$ cat src/hw/rtl/gop_scan_pkg.sv
// Shared constants, codes and types of the GOP index scanner.
package gop_scan_pkg;

    localparam int POSITION_WIDTH = 48;
    localparam int FRAME_WIDTH    = 32;
    localparam int DIST_WIDTH     = 16;
    localparam int HIST_WIDTH     = 24;
    localparam int APB_ADDR_WIDTH = 3;
    localparam int APB_DATA_WIDTH = 32;
    localparam int DIV_CNT_WIDTH  = $clog2(FRAME_WIDTH);

    localparam logic [HIST_WIDTH-1:0] PREFIX_CODE  = 24'h000001;
    localparam logic [3:0]            VIDEO_NIBBLE = 4'hE;
    localparam logic [7:0]            PICTURE_BYTE = 8'h00;
    localparam logic [7:0]            GOP_BYTE     = 8'hB8;

    localparam logic [DIST_WIDTH-1:0] GOP_DIST_RESET = DIST_WIDTH'(15);

    // Register index, taken from paddr[2]
    localparam logic REG_GOP_DIST = 1'b0;
    localparam logic REG_FULL_MAP = 1'b1;

    typedef struct packed {
        logic                   start;
        logic [FRAME_WIDTH-1:0] dividend;
        logic [DIST_WIDTH-1:0]  divisor;
    } div_req_t;

    typedef struct packed {
        logic                   done;
        logic [FRAME_WIDTH-1:0] quotient;
    } div_rsp_t;

    // A zero distance is loaded as one so the divider never sees zero
    function automatic logic [DIST_WIDTH-1:0] load_distance(input logic [DIST_WIDTH-1:0] value);
        load_distance = (value == '0) ? DIST_WIDTH'(1) : value;
    endfunction

endpackage

$ cat src/hw/rtl/mpeg_gop_index_scanner_top.sv
// Top level of the MPEG GOP index scanner: start code tracking, APB registers, result register.
// A byte that emits no map entry shows its registered result in the cycle after it is accepted.
// Throughput: one byte per cycle while m_ready is held high (the next request is taken as the
// result is taken); a GOP code that emits a map entry holds s_ready low while the divider
// produces one quotient bit per cycle, then shows its result.
// Reset: synchronous, active low on aresetn; clears the history, counters and learning state,
// loads the GOP distance register and learned distance with 15 and clears the full map flag.
module mpeg_gop_index_scanner_top
    import gop_scan_pkg::*;
(
    input  logic                      aclk,
    input  logic                      aresetn,
    // input requests
    input  logic                      s_valid,
    output logic                      s_ready,
    input  logic [7:0]                s_data_byte,
    input  logic [POSITION_WIDTH-1:0] s_byte_position,
    // results
    output logic                      m_valid,
    input  logic                      m_ready,
    output logic                      m_map_write,
    output logic [FRAME_WIDTH-1:0]    m_map_index,
    output logic [POSITION_WIDTH-1:0] m_map_position,
    output logic [FRAME_WIDTH-1:0]    m_frames_read,
    output logic [DIST_WIDTH-1:0]     m_gop_distance,
    output logic                      m_distance_learned,
    output logic                      m_pic_start,
    // configuration
    input  logic                      psel,
    input  logic                      penable,
    input  logic                      pwrite,
    input  logic [APB_ADDR_WIDTH-1:0] paddr,
    input  logic [APB_DATA_WIDTH-1:0] pwdata,
    output logic [APB_DATA_WIDTH-1:0] prdata,
    output logic                      pready
);

    localparam logic [1:0] ST_IDLE = 2'd0;
    localparam logic [1:0] ST_DIV  = 2'd1;
    localparam logic [1:0] ST_OUT  = 2'd2;

    logic [1:0] state_reg, state_next;

    // configuration registers
    logic [DIST_WIDTH-1:0] dflt_dist_reg, dflt_dist_next;
    logic                  full_map_reg, full_map_next;

    // scanner state
    logic [HIST_WIDTH-1:0]     hist_reg, hist_next;
    logic [FRAME_WIDTH-1:0]    frame_cnt_reg, frame_cnt_next;
    logic                      known_reg, known_next;
    logic [FRAME_WIDTH-1:0]    first_gop_reg, first_gop_next;
    logic [DIST_WIDTH-1:0]     dist_reg, dist_next;
    logic [FRAME_WIDTH-1:0]    key_frame_reg, key_frame_next;
    logic [POSITION_WIDTH-1:0] video_pos_reg, video_pos_next;

    // result register
    logic                      o_write_reg, o_write_next;
    logic [FRAME_WIDTH-1:0]    o_index_reg, o_index_next;
    logic [POSITION_WIDTH-1:0] o_pos_reg, o_pos_next;
    logic [FRAME_WIDTH-1:0]    o_frames_reg, o_frames_next;
    logic [DIST_WIDTH-1:0]     o_dist_reg, o_dist_next;
    logic                      o_learned_reg, o_learned_next;
    logic                      o_pic_reg, o_pic_next;

    logic accept;
    logic cfg_wr;
    logic was_prefix;
    logic is_video, is_picture, is_gop;
    logic learn_now;
    logic emit_map;
    logic [FRAME_WIDTH-1:0]            gop_diff;
    logic [FRAME_WIDTH+DIST_WIDTH-1:0] diff_ext;
    logic [DIST_WIDTH-1:0]             diff_sat;

    div_req_t div_req;
    div_rsp_t div_rsp;

    // Take a new request when idle, or as the waiting result is taken.
    assign s_ready = (state_reg == ST_IDLE) || ((state_reg == ST_OUT) && m_ready);
    assign accept  = s_valid && s_ready;
    assign m_valid = (state_reg == ST_OUT);

    assign pready = 1'b1;
    assign cfg_wr = psel && penable && pwrite;
    assign prdata = (paddr[2] == REG_FULL_MAP) ?
                    {{(APB_DATA_WIDTH-1){1'b0}}, full_map_reg} :
                    {{(APB_DATA_WIDTH-DIST_WIDTH){1'b0}}, dflt_dist_reg};

    // Start code decode: history held 00 00 01 before this byte
    assign was_prefix = (hist_reg == PREFIX_CODE);
    assign is_video   = was_prefix && (s_data_byte[7:4] == VIDEO_NIBBLE);
    assign is_picture = was_prefix && (s_data_byte == PICTURE_BYTE);
    assign is_gop     = was_prefix && (s_data_byte == GOP_BYTE);

    // GOP distance learning: saturate the wrapped frame difference to the distance width
    assign gop_diff  = frame_cnt_reg - first_gop_reg;
    assign diff_ext  = {{DIST_WIDTH{1'b0}}, gop_diff};
    assign diff_sat  = (diff_ext[FRAME_WIDTH+DIST_WIDTH-1:DIST_WIDTH] != '0) ?
                       {DIST_WIDTH{1'b1}} : diff_ext[DIST_WIDTH-1:0];
    assign learn_now = is_gop && !known_reg && (frame_cnt_reg != '0) &&
                       (first_gop_reg != '0) && (gop_diff != '0);
    assign emit_map  = is_gop && !full_map_reg;

    always_comb begin
        hist_next      = hist_reg;
        frame_cnt_next = frame_cnt_reg;
        known_next     = known_reg;
        first_gop_next = first_gop_reg;
        dist_next      = dist_reg;
        key_frame_next = key_frame_reg;
        video_pos_next = video_pos_reg;
        dflt_dist_next = dflt_dist_reg;
        full_map_next  = full_map_reg;

        if (accept) begin
            hist_next = {hist_reg[HIST_WIDTH-9:0], s_data_byte};
            if (is_video) begin
                // record the offset of the code's first byte
                video_pos_next = s_byte_position - POSITION_WIDTH'(3);
            end
            if (is_picture) begin
                frame_cnt_next = frame_cnt_reg + FRAME_WIDTH'(1);
            end
            if (is_gop) begin
                key_frame_next = frame_cnt_reg;
                if (!known_reg && (frame_cnt_reg != '0) && (first_gop_reg == '0)) begin
                    first_gop_next = frame_cnt_reg;
                end
                if (learn_now) begin
                    dist_next  = diff_sat;
                    known_next = 1'b1;
                end
            end
        end

        if (cfg_wr) begin
            unique case (paddr[2])
                REG_GOP_DIST: begin
                    dflt_dist_next = pwdata[DIST_WIDTH-1:0];
                    // reload the working distance only until one is learned
                    if (!known_reg) begin
                        dist_next = load_distance(pwdata[DIST_WIDTH-1:0]);
                    end
                end
                REG_FULL_MAP: begin
                    full_map_next = pwdata[0];
                end
                default: begin
                    full_map_next = full_map_reg;
                end
            endcase
        end
    end

    // Divide the key frame by the distance in force after this byte
    assign div_req.start    = accept && emit_map;
    assign div_req.dividend = frame_cnt_reg;
    assign div_req.divisor  = dist_next;

    gop_scan_div u_div (
        .aclk    (aclk),
        .aresetn (aresetn),
        .req     (div_req),
        .rsp     (div_rsp)
    );

    always_comb begin
        state_next     = state_reg;
        o_write_next   = o_write_reg;
        o_index_next   = o_index_reg;
        o_pos_next     = o_pos_reg;
        o_frames_next  = o_frames_reg;
        o_dist_next    = o_dist_reg;
        o_learned_next = o_learned_reg;
        o_pic_next     = o_pic_reg;

        if (accept) begin
            o_write_next   = emit_map;
            o_index_next   = '0;
            o_pos_next     = emit_map ? video_pos_reg : '0;
            o_frames_next  = frame_cnt_next;
            o_dist_next    = dist_next;
            o_learned_next = learn_now;
            o_pic_next     = is_picture;
            state_next     = emit_map ? ST_DIV : ST_OUT;
        end else begin
            unique case (state_reg)
                ST_IDLE: begin
                    state_next = ST_IDLE;
                end
                ST_DIV: begin
                    if (div_rsp.done) begin
                        o_index_next = div_rsp.quotient;
                        state_next   = ST_OUT;
                    end
                end
                ST_OUT: begin
                    if (m_ready) begin
                        state_next = ST_IDLE;
                    end
                end
                default: begin
                    state_next = ST_IDLE;
                end
            endcase
        end
    end

    always_ff @(posedge aclk) begin
        if (!aresetn) begin
            state_reg     <= ST_IDLE;
            dflt_dist_reg <= GOP_DIST_RESET;
            full_map_reg  <= 1'b0;
            hist_reg      <= '0;
            frame_cnt_reg <= '0;
            known_reg     <= 1'b0;
            first_gop_reg <= '0;
            dist_reg      <= load_distance(GOP_DIST_RESET);
            key_frame_reg <= '0;
            video_pos_reg <= '0;
        end else begin
            state_reg     <= state_next;
            dflt_dist_reg <= dflt_dist_next;
            full_map_reg  <= full_map_next;
            hist_reg      <= hist_next;
            frame_cnt_reg <= frame_cnt_next;
            known_reg     <= known_next;
            first_gop_reg <= first_gop_next;
            dist_reg      <= dist_next;
            key_frame_reg <= key_frame_next;
            video_pos_reg <= video_pos_next;
        end
        o_write_reg   <= o_write_next;
        o_index_reg   <= o_index_next;
        o_pos_reg     <= o_pos_next;
        o_frames_reg  <= o_frames_next;
        o_dist_reg    <= o_dist_next;
        o_learned_reg <= o_learned_next;
        o_pic_reg     <= o_pic_next;
    end

    assign m_map_write        = o_write_reg;
    assign m_map_index        = o_index_reg;
    assign m_map_position     = o_pos_reg;
    assign m_frames_read      = o_frames_reg;
    assign m_gop_distance     = o_dist_reg;
    assign m_distance_learned = o_learned_reg;
    assign m_pic_start        = o_pic_reg;

endmodule

$ cat src/hw/rtl/gop_scan_div.sv
// Restoring divider, one quotient bit per cycle.
module gop_scan_div
    import gop_scan_pkg::*;
(
    input  logic     aclk,
    input  logic     aresetn,
    input  div_req_t req,
    output div_rsp_t rsp
);

    logic                     busy_reg, busy_next;
    logic [DIV_CNT_WIDTH-1:0] cnt_reg, cnt_next;
    logic [DIST_WIDTH-1:0]    rem_reg, rem_next;
    logic [FRAME_WIDTH-1:0]   quo_reg, quo_next;
    logic [DIST_WIDTH-1:0]    dvs_reg, dvs_next;
    logic                     done_reg, done_next;
    logic [DIST_WIDTH:0]      trial;
    logic                     fits;

    assign trial = {rem_reg, quo_reg[FRAME_WIDTH-1]};
    assign fits  = (trial >= {1'b0, dvs_reg});

    always_comb begin
        busy_next = busy_reg;
        cnt_next  = cnt_reg;
        rem_next  = rem_reg;
        quo_next  = quo_reg;
        dvs_next  = dvs_reg;
        done_next = 1'b0;
        if (req.start) begin
            busy_next = 1'b1;
            cnt_next  = '0;
            rem_next  = '0;
            quo_next  = req.dividend;
            dvs_next  = req.divisor;
        end else if (busy_reg) begin
            // shift in the next dividend bit, subtract where it fits
            rem_next = fits ? DIST_WIDTH'(trial - {1'b0, dvs_reg}) : trial[DIST_WIDTH-1:0];
            quo_next = {quo_reg[FRAME_WIDTH-2:0], fits};
            cnt_next = cnt_reg + DIV_CNT_WIDTH'(1);
            if (cnt_reg == DIV_CNT_WIDTH'(FRAME_WIDTH - 1)) begin
                busy_next = 1'b0;
                done_next = 1'b1;
            end
        end
    end

    always_ff @(posedge aclk) begin
        if (!aresetn) begin
            busy_reg <= 1'b0;
            done_reg <= 1'b0;
            cnt_reg  <= '0;
        end else begin
            busy_reg <= busy_next;
            done_reg <= done_next;
            cnt_reg  <= cnt_next;
        end
        rem_reg <= rem_next;
        quo_reg <= quo_next;
        dvs_reg <= dvs_next;
    end

    assign rsp.done     = done_reg;
    assign rsp.quotient = quo_reg;

endmodule

$ cat config.mk
export PLATFORM = sky130hd
export DESIGN_NAME = mpeg_gop_index_scanner_top
export DESIGN_NICKNAME = d
export VERILOG_FILES = /design/src/hw/rtl/gop_scan_pkg.sv /design/src/hw/rtl/mpeg_gop_index_scanner_top.sv /design/src/hw/rtl/gop_scan_div.sv
export SDC_FILE = /design/constraint.sdc
export NUM_CORES = 1
export LEC_CHECK = 0
export BUFFER_PORTS_ARGS = -buffer_cell sky130_fd_sc_hd__buf_2
export CORE_UTILIZATION = 60
export CTS_BUF_LIST = sky130_fd_sc_hd__clkbuf_2
export DETAILED_ROUTE_END_ITERATION = 12
export HOLD_SLACK_MARGIN = 0.08
export PLACE_DENSITY = 0.83
export SLEW_MARGIN = 20
export SYNTH_ARGS = -nofsm -noshare
export SYNTH_HDL_FRONTEND = slang
export SYNTH_HIERARCHICAL = 1
export SYNTH_SLANG_ARGS = --single-unit
$ cat constraint.sdc
create_clock -name aclk -period 13.6 [get_ports aclk]
set_clock_uncertainty 0.05 [all_clocks]
set_input_delay 0.68 -clock aclk [delete_from_list [all_inputs] [get_ports aclk]]
set_output_delay 0.68 -clock aclk [all_outputs]
set_load 0.05 [all_outputs]
==> results of run 1 <==
kinds of logic after synthesis:
kind of cell    count (synthesis)
other cells                     2
xor+xnor                       87
flops                         374
buf+inv                       194
fa+ha+maj                      54
simple gates                  815
mux                            41
compound gates                447
power groups by stage:
| stage | sequential (µW) | clock, µW | combinational [µW] |
|---|---|---|---|
| global placement | 1210 | 0 | 156 |
| global route | 1190 | 816 | 188 |
| CTS | 1190 | 754 | 176 |
| detailed placement | 1210 | 0 | 158 |
| finish | 1190 | 745 | 178 |
| floorplan | 1260 | 0 | 66.7 |
layer usage:
metal  track usage (%)  vias to the layer above  part of all wire (%)  routed length [µm]
met5                 0                        -                     0                   0
met2             48.15                      740                    46               23140
met3             6.491                      127                   7.0                3546
met4             13.19                        0                   3.5                1772
li1                  -                     7895                     -                   -
met1             40.23                     7781                    44               21920
worst min-delay path: stages:
cell     delay (ns)
buf_2          0.13
nor4_2         0.06
xnor2_1        0.12
nand2_1        0.05
o211a_1        0.11
cells in the final DEF (no fill, tap or decap), types with 10 or more instances in the layout:
| cell type | count |
|---|---|
| nand2b_1 | 13 |
| nor2b_1 | 61 |
| nand4_1 | 40 |
| or3_1 | 16 |
| a211oi_1 | 14 |
| nand3_1 | 55 |
| o211ai_1 | 12 |
| nor4_1 | 38 |
| and3_1 | 16 |
| nor2_1 | 82 |
| o211a_1 | 49 |
| buf_2 | 227 |
| o21ai_0 | 44 |
| dlygate4sd3_1 | 77 |
| a21o_1 | 10 |
| clkinv_1 | 13 |
| ha_1 | 52 |
| mux2_2 | 33 |
| nand2_1 | 294 |
| nand3b_1 | 14 |
| conb_1 | 17 |
| dfxtp_1 | 226 |
| nor3_1 | 35 |
| and2_1 | 95 |
| edfxtp_1 | 147 |
| xor2_1 | 34 |
| o31ai_1 | 21 |
| inv_1 | 62 |
| xnor2_1 | 53 |
| a21boi_0 | 41 |
| clkbuf_2 | 150 |
| o21ai_1 | 16 |
| o22ai_1 | 14 |
| buf_4 | 15 |
| a21oi_1 | 131 |
stage by stage:
stage | instance area [µm²] | util (%) | instances
final | 22020 | 69.78 | 2789
after detailed placement | 20410 | 64.69 | 2543
after global placement | 20410 | 64.68 | 2543
after floorplan | 19270 | - | 2029
after global routing | 22020 | 69.78 | 2789
after CTS | 22010 | 69.76 | 2787
path summary, 6_finish.rpt:
kind	slack, ns	endpoint	depth (start not counted)	from
worst max register to register	8.84	u_div/dvs_reg[4]$_DFFE_PP_	14	frame_cnt_reg[0]$_SDFF_PN0_
worst max-delay path	8.84	u_div/dvs_reg[4]$_DFFE_PP_	14	frame_cnt_reg[0]$_SDFF_PN0_
worst min register to register	0.41	m_map_index[6]$_SDFFE_PP0P_	2	m_map_index[6]$_SDFFE_PP0P_
worst min-delay path	0.14	video_pos_reg[42]$_SDFFE_PN0P_	5	s_byte_position[41]
repair_timing:
item	in CTS	in global routing
endpoints found under the setup margin	0	0
endpoints found under the hold margin	89	0
hold buffers	77	0
final cells by class:
| type | count | share of cell area [%] |
|---|---|---|
| multi-input combinational | 1461 | 42.92 |
| sequential | 374 | 40.69 |
| timing repair buffer | 320 | 9.222 |
| clock buffer | 150 | 3.409 |
| tap | 402 | 2.284 |
| inverter | 63 | 1.097 |
| clock inverter | 17 | 0.3580 |
| antenna | 2 | 0.02273 |
==> flow_metrics.tcl, run 1 <==
set metrics [dict create \
    port_buffers 228 \
    yosys.area_share.simple_pct 22.06 \
    cts.sinks 374 \
    clock_power_share_pct 35.3 \
    switchingPower_uw 590.3 \
    ant_nets 0 \
    place_ws_ns 8.968 \
    crit_path_max_fanout 24 \
    synth_compound_area_share_pct 16.79 \
    regArea_um2 8960 \
    syn_avg_cell_area_um2 9.540 \
    synth_largest_area_cell "dfxtp_1" \
    cts.clk_slew.worst_paths_ns 0.12 \
    dp_hpwl_um 33330 \
    leakage_uw 0.009497 \
    switching_share_pct 27.96 \
    setup_violations 0 \
    root_buffer "clkbuf_2" \
    path_cells "inv_1, ha_1, fa_1, nor2b_1, o2111a_2, nor3_2, o311ai_2, xnor2_1, nand4_1, nor4_4, buf_4, nand2_1, o21ai_1, a211oi_1" \
    slew_headroom_pct 31.40 \
    synth.distinct_cells 94 \
    die_w_um 180.9 \
    fin_worst_hold_slack_ns 0.1361 \
    power_uw 2111 \
    wl_um 50380 \
    row_count 65 \
    yosysMostFrequentCell "nand2_1" \
    layout_min_cycle_time_ns 4.759 \
    synth-edff-count 147 \
    combPwrFrac_pct 8.4 \
    cp_num_buf_inv 2 \
    cp_slowest_cell "o21ai_1" \
    gp_congestion 0.8974 \
    max_cap_violations 0 \
    post_drt_wl_per_cell_um 18.06 \
    worst_slack_ns 8.841 \
    cts_tree "built" \
    hold_path_class "primary input to flip-flop" \
    ys_top_cells_by_count "294 x nand2_1, 227 x dfxtp_1, 147 x edfxtp_1" \
    cp.arrival_ns 5.28 \
    cts_setup_buffers 0 \
    finalSetupTns_ns 0 \
    intPower_uw 1521 \
    slowest_delay_ns 0.66 \
    multi_input_area_um2 9450 \
    period_share_pct 34.99 \
    cts_buffers 91 \
    grt_setup_unrepaired "no" \
    synthAdderAreaFrac_pct 3.595 \
    end_kind "flip-flop" \
    cts_resized 0 \
    syn_to_final_growth_pct 14.61 \
    ys_seq_elements 374 \
    design.core.area_um2 31560 \
    antenna_found_initial 2 \
    grt.overflow.total 0 \
    synth-xor-area-share_pct 3.966 \
    die_h_um 180.9 \
    nNetsFinal 2463 \
    clock_tree.buffer_depth 3 \
    cp-start-kind "flip-flop" \
    synthCells 2014 \
    htreeDepth 3 \
    required_ns 14.13 \
    drc 0 \
    syn_area_um2 19210 \
    grt_pass1_vias 15930 \
    ir_drop_uv 99.54 \
    vias 16540 \
    io_pins 264 \
    nFillCells 2369 \
    netlist.area_leader.share_pct 23.65 \
    drive_gt1_share_pct 20.50 \
    final_hold_viol_count 0 \
    worstSetupPathType "flip-flop to flip-flop" \
    grt_max_degree 139 \
    achievable-frequency_mhz 210.1 \
    viasPerCell 5.932 \
    track_usage_pct 30.39 \
    pwr-share-seq_pct 56.3 \
    async_flop_share_pct 0 \
    drt_iter0_markers 1385 \
    ys_warn_count 6 \
    ys_seq_area_share_pct 46.63 \
    cpLargestDelayFamily "compound AO/OA/AOI/OAI gates" \
    power_density_nw_per_um2 95.88 \
    start_util_pct 60.89 \
    synth_area_leaders "dfxtp_1 24%, edfxtp_1 23%, nand2_1 5.7%" \
    report.final.slew_viol_count 0 \
    grt_pass1_wl_um 80710 \
    synthMuxAreaShare_pct 2.351 \
    firstDrtPassIters 6 \
    synth_top_family_by_area "simple AND/OR/NAND/NOR gates" \
    die_area_um2 32740 \
    clk_latency_ns 1.00 \
    synth_top_flop_cell "dfxtp_1" \
    worst_slew_pin_slew_ns 1.025 \
    status "finished, final reports clean" \
]
Note: power is estimated with default switching activity, not from simulation.
==> run 2: changes to the inputs <==
Settings changed: CORE_UTILIZATION 60 to 54, PLACE_DENSITY 0.83 to 0.79.
Clock period 13.6 ns to 4.34 ns, I/O delays scaled along.
==> flow_metrics.tcl, run 2 (synthesis gave the netlist of run 1 again) <==
set metrics [dict create \
    antenna_found_initial 6 \
    fin_worst_hold_slack_ns 0.1084 \
    required_ns 5.35 \
    layout_min_cycle_time_ns 4.256 \
    gr-usage-met3_pct 8.870 \
    final_cell_mix "294 x nand2_1, 247 x dlygate4sd3_1, 227 x dfxtp_1, 227 x buf_2, 149 x clkbuf_2" \
    row_count 68 \
    switching_share_pct 29.78 \
    grt_setup_unrepaired "no" \
    cp.arrival_ns 5.27 \
    end_kind "flip-flop" \
    crit_path_max_fanout 6 \
    drive_gt1_share_pct 20.53 \
    pwr-share-seq_pct 53.9 \
    ir_drop_uv 294.9 \
    vias 18230 \
    design.core.area_um2 34800 \
    setup_violations 0 \
    ant_nets 0 \
    cp_num_buf_inv 6 \
    nNetsFinal 2673 \
    place_ws_ns 0.2095 \
    firstDrtPassIters 7 \
    path_cells "dlygate4sd3_1, buf_2, dlygate4sd3_1, ha_1, or4_4, nor2_4, nand4_1, nand2b_4, nand2b_4, o21ai_0, dlygate4sd3_1, nand3_1, dlygate4sd3_1, o211a_1, dlygate4sd3_1" \
    grtUsageMet2_pct 53.69 \
    io_pins 264 \
    worst_slack_ns 0.08405 \
    grt_max_degree 100 \
    grt_pass1_wl_um 97380 \
    die_area_um2 36340 \
    dp_hpwl_um 35860 \
    grt_pass1_vias 17830 \
    cpLargestDelayFamily "buffers and inverters" \
    slowest_delay_ns 0.62 \
    clock_power_share_pct 36.1 \
    worstSetupPathType "primary input to flip-flop" \
    gp_congestion 0.9354 \
    track_usage_pct 34.32 \
    worst_slew_pin_slew_ns 1.049 \
    hold_path_class "primary input to flip-flop" \
    period_share_pct 98.06 \
    cpMostUsedCell "dlygate4sd3_1" \
    use_met1_pct 43.87 \
    wl_um 62920 \
    final_hold_viol_count 0 \
    clk_latency_ns 1.14 \
    die_h_um 190.6 \
    drt_iter0_markers 1642 \
    port_buffers 228 \
    die_w_um 190.6 \
    max_cap_violations 0 \
    intPower_uw 4861 \
    finalSetupTns_ns 0 \
    slew_headroom_pct 29.84 \
    regArea_um2 8959 \
    status "finished, final reports clean" \
    cts_tree "built" \
    cp_slowest_cell "dlygate4sd3_1" \
    htreeDepth 3 \
    mostFrequentLayoutCell "nand2_1" \
    cts.sinks 374 \
    combPwrFrac_pct 10.1 \
    leakage_uw 0.01041 \
    switchingPower_uw 2062 \
    cts_buffers 94 \
    power_density_nw_per_um2 286.1 \
    nFillCells 2499 \
    root_buffer "clkbuf_2" \
    cp-start-kind "primary input" \
    achievable-frequency_mhz 235.0 \
    cts.clk_slew.worst_paths_ns 0.16 \
    top_usage_layer "met2" \
    multi_input_area_um2 9523 \
    start_util_pct 55.21 \
    drc 0 \
    post_drt_wl_per_cell_um 20.56 \
    viasPerCell 5.957 \
    clock_tree.buffer_depth 3 \
    report.final.slew_viol_count 0 \
    syn_to_final_growth_pct 25.93 \
    grt.overflow.total 0 \
]
-- run 2: layout make-up --
| type | instances | share of cell area [%] |
|---|---|---|
| Multi-Input combinational cell | 1461 | 39.36 |
| Sequential cell | 374 | 37.03 |
| Inverter | 63 | 0.9980 |
| Clock buffer | 149 | 3.082 |
| Timing Repair Buffer | 527 | 16.66 |
| Clock inverter | 22 | 0.4292 |
| Tap cell | 455 | 2.353 |
| Antenna cell | 9 | 0.09308 |
-- run 2: metal layers --
metal,routed length [µm],up-vias
met5,13,-
met4,3301,2
met3,5059,248
met2,28760,973
met1,25780,8672
li1,-,8332
-- run 2: worst reg2reg max path, delay by kind of cell (launching register included) --
family,cells,cell delay [ns]
compound gates,4,1.11
xor+xnor,1,0.16
fa+ha+maj,2,0.67
buf+inv,2,0.33
flops,1,0.45
simple gates,5,0.97
-- run 2: path summary, 6_finish.rpt --
| path | startpoint | to | slack [ns] | depth (start not counted) |
|---|---|---|---|---|
| worst max-delay path | s_byte_position[0] | video_pos_reg[30]$_SDFFE_PN0P_ | 0.08 | 15 |
| worst min-delay path | s_data_byte[4] | m_pic_start$_DFFE_PP_ | 0.11 | 5 |
| worst max register to register | frame_cnt_reg[0]$_SDFF_PN0_ | u_div/dvs_reg[6]$_DFFE_PP_ | 0.23 | 14 |
| worst min register to register | m_map_index[5]$_SDFFE_PP0P_ | m_map_index[5]$_SDFFE_PP0P_ | 0.41 | 2 |
-- run 2: timing repair --
action                     in CTS  in global routing
setup buffers                   0                  4
setup endpoints to repair       0                 26
hold endpoints to repair      223                  0
hold buffers                  247                  0
resized for setup               0                 11
-- run 2: through the flow --
stage | power (µW) | cells | area (µm²) | utilization (%)
CTS | 6815 | 3047 | 24070 | 69.18
detailed placement | 4298 | 2629 | 20750 | 59.63
floorplan | 4158 | 2029 | 19270 | -
finish | 6923 | 3060 | 24200 | 69.53
global placement | 4291 | 2629 | 20750 | 59.63
global route | 7157 | 3057 | 24190 | 69.51
-- run 2: power groups by stage --
stage / logic [µW] / registers (µW) / clock network, µW
final: 696 / 3730 / 2500
after floorplan: 209 / 3950 / 0
after global routing: 727 / 3740 / 2690
after detailed placement: 496 / 3800 / 0
after global placement: 490 / 3800 / 0
after CTS: 657 / 3720 / 2440
==> run 3: changes to the inputs <==
Settings changed: PLACE_DENSITY 0.79 to 0.84.
==> flow_metrics.tcl, run 3 (synthesis gave the netlist of run 1 again) <==
set metrics [dict create \
    leakage_uw 0.01004 \
    wl_met3_um 5715 \
    min_from "s_byte_position[2]" \
    stdcell_area_um2 23460 \
    finalSetupTns_ns 0 \
    final_cells 2972 \
    clk_latency_ns 1.01 \
    dp_cells 2619 \
    nNetsFinal 2594 \
    htreeDepth 3 \
    place_area_um2 20690 \
    viasPerCell 6.095 \
    wl_um 61560 \
    grt_max_degree 128 \
    vias 18110 \
    ir_drop_uv 231.2 \
    antenna_found_initial 7 \
    dp_hpwl_um 35320 \
    slew_headroom_pct 36.78 \
    cts.clk_slew.worst_paths_ns 0.14 \
    rrSetupSlack_ns 0.19 \
    die_w_um 190.6 \
    nFillCells 2505 \
    root_buffer "clkbuf_2" \
    cp-start-kind "flip-flop" \
    layout_min_cycle_time_ns 4.148 \
    gp_congestion 0.9213 \
    report.final.slew_viol_count 0 \
    grt_pass1_vias 17730 \
    syn_to_final_growth_pct 22.08 \
    ant_nets 0 \
    worstSetupPathType "flip-flop to flip-flop" \
    final_cell_mix "294 x nand2_1, 227 x buf_2, 226 x dfxtp_1" \
    port_buffers 228 \
    power_density_nw_per_um2 294.5 \
    max_cap_violations 0 \
    die_h_um 190.6 \
    cts_setup_buffers 0 \
    cts_tree "built" \
    dr_wl_met2_um 28360 \
    startpoint "frame_cnt_reg[4]$_SDFF_PN0_" \
    track_usage_pct 33.18 \
    setup_violations 0 \
    drc 0 \
    final_hold_viol_count 0 \
    required_ns 5.17 \
    worst_slew_pin_slew_ns 0.9442 \
    row_count 68 \
    crit_path_max_fanout 12 \
    die_area_um2 36340 \
    firstDrtPassIters 7 \
    drive_gt1_share_pct 19.92 \
    cp.arrival_ns 4.98 \
    period_share_pct 95.58 \
    grt_pass1_wl_um 94510 \
    io_pins 264 \
    grt_setup_unrepaired "no" \
    m1WireLength_um 23850 \
    clock_tree.buffer_depth 3 \
    hold_depth 5 \
    design.core.area_um2 34800 \
    achievable-frequency_mhz 241.1 \
    end_kind "flip-flop" \
    post_drt_wl_per_cell_um 20.71 \
    cts.sinks 374 \
    start_util_pct 55.21 \
    mostFrequentLayoutCell "nand2_1" \
    power_uw 6908 \
    cts_buffers 91 \
    grt.overflow.total 0 \
    ff2ff_path_depth 13 \
    top_layer "met5" \
    drt_iter0_markers 2185 \
    min_to "video_pos_reg[2]$_SDFFE_PN0P_" \
    worst_r2r_endpoint "dist_reg[10]$_SDFF_PN0_" \
    status "finished, final reports clean" \
    hold_path_class "primary input to flip-flop" \
    r2r-start "frame_cnt_reg[4]$_SDFF_PN0_" \
]
run 3: cell count changes in the layout (fill, tap and decap cells not counted), moves of 2 or more:
| cell | delta |
|---|---|
| bufinv_16 | +3 |
| nand2b_4 | -2 |
| clkbuf_2 | -22 |
| dlygate4sd3_1 | -63 |
| clkinv_2 | +5 |
| clkinv_1 | +11 |
| o21ai_1 | +2 |
| inv_6 | -2 |
| nand2b_1 | +2 |
| buf_4 | -15 |
| diode_2 | -7 |
run 3: per-stage QoR:
| stage | util [%] | setup WS (ns) | hold WS, ns |
|---|---|---|---|
| after CTS | 67.26 | 0.2893 | 0.08195 |
| after floorplan | - | 0.05892 | 0.2845 |
| after detailed placement | 59.45 | 0.4134 | 0.3939 |
| after global routing | 67.40 | 0.01075 | 0.1454 |
| final | 67.41 | 0.1919 | 0.1748 |
| after global placement | 59.45 | 0.4754 | 0.3930 |
run 3: worst max path at each step:
stage	depth (start not counted)	slack, ns	end
final	13	0.19	dist_reg[10]$_SDFF_PN0_
after global routing	15	0.01	dist_reg[10]$_SDFF_PN0_
after CTS	15	0.29	dist_reg[11]$_SDFF_PN0_
after detailed placement	14	0.41	m_gop_distance[6]$_DFFE_PP_
after global placement	14	0.48	u_div/dvs_reg[6]$_DFFE_PP_
after floorplan	6	0.06	m_distance_learned$_DFFE_PP_
run 3: power by group:
part / switching (µW) / total, µW / internal [µW]
Clock: 1540 / 2520 / 980
Sequential: 32.8 / 3730 / 3700
Combinational: 439 / 656 / 217
run 3: worst max-delay path: stages, from the launching register on:
cell	delay [ns]
dfxtp_1	0.55
ha_1	0.42
a21o_1	0.23
and2_1	0.23
nor4_1	0.63
o22ai_1	0.22
a311oi_1	0.28
nand4_1	0.15
nor2_1	0.14
buf_4	0.22
nand3b_1	0.10
o22ai_1	0.19
o31ai_1	0.10
dlygate4sd3_1	0.58
run 3: routing by layer:
metal | up-vias | track usage, %
met2 | 1089 | 51.68
met3 | 308 | 8.907
met5 | - | 0
li1 | 8145 | -
met1 | 8562 | 40.98
met4 | 10 | 20.22
run 3: final cells by class:
cell class	instances	area, µm²	share of cell area [%]
Tap cell	455	569.3	2.427
Clock inverter	39	239.0	1.019
Timing Repair Buffer	451	3336	14.22
Antenna cell	2	5.005	0.02134
Sequential cell	374	8960	38.20
Multi-Input combinational cell	1461	9470	40.37
Clock buffer	127	635.6	2.710
Inverter	63	241.5	1.030
run 3: what timing repair did:
action	CTS	global route
hold buffers	184	0
setup endpoints to repair	0	2
resized for setup	0	4
endpoints found under the hold margin	156	0
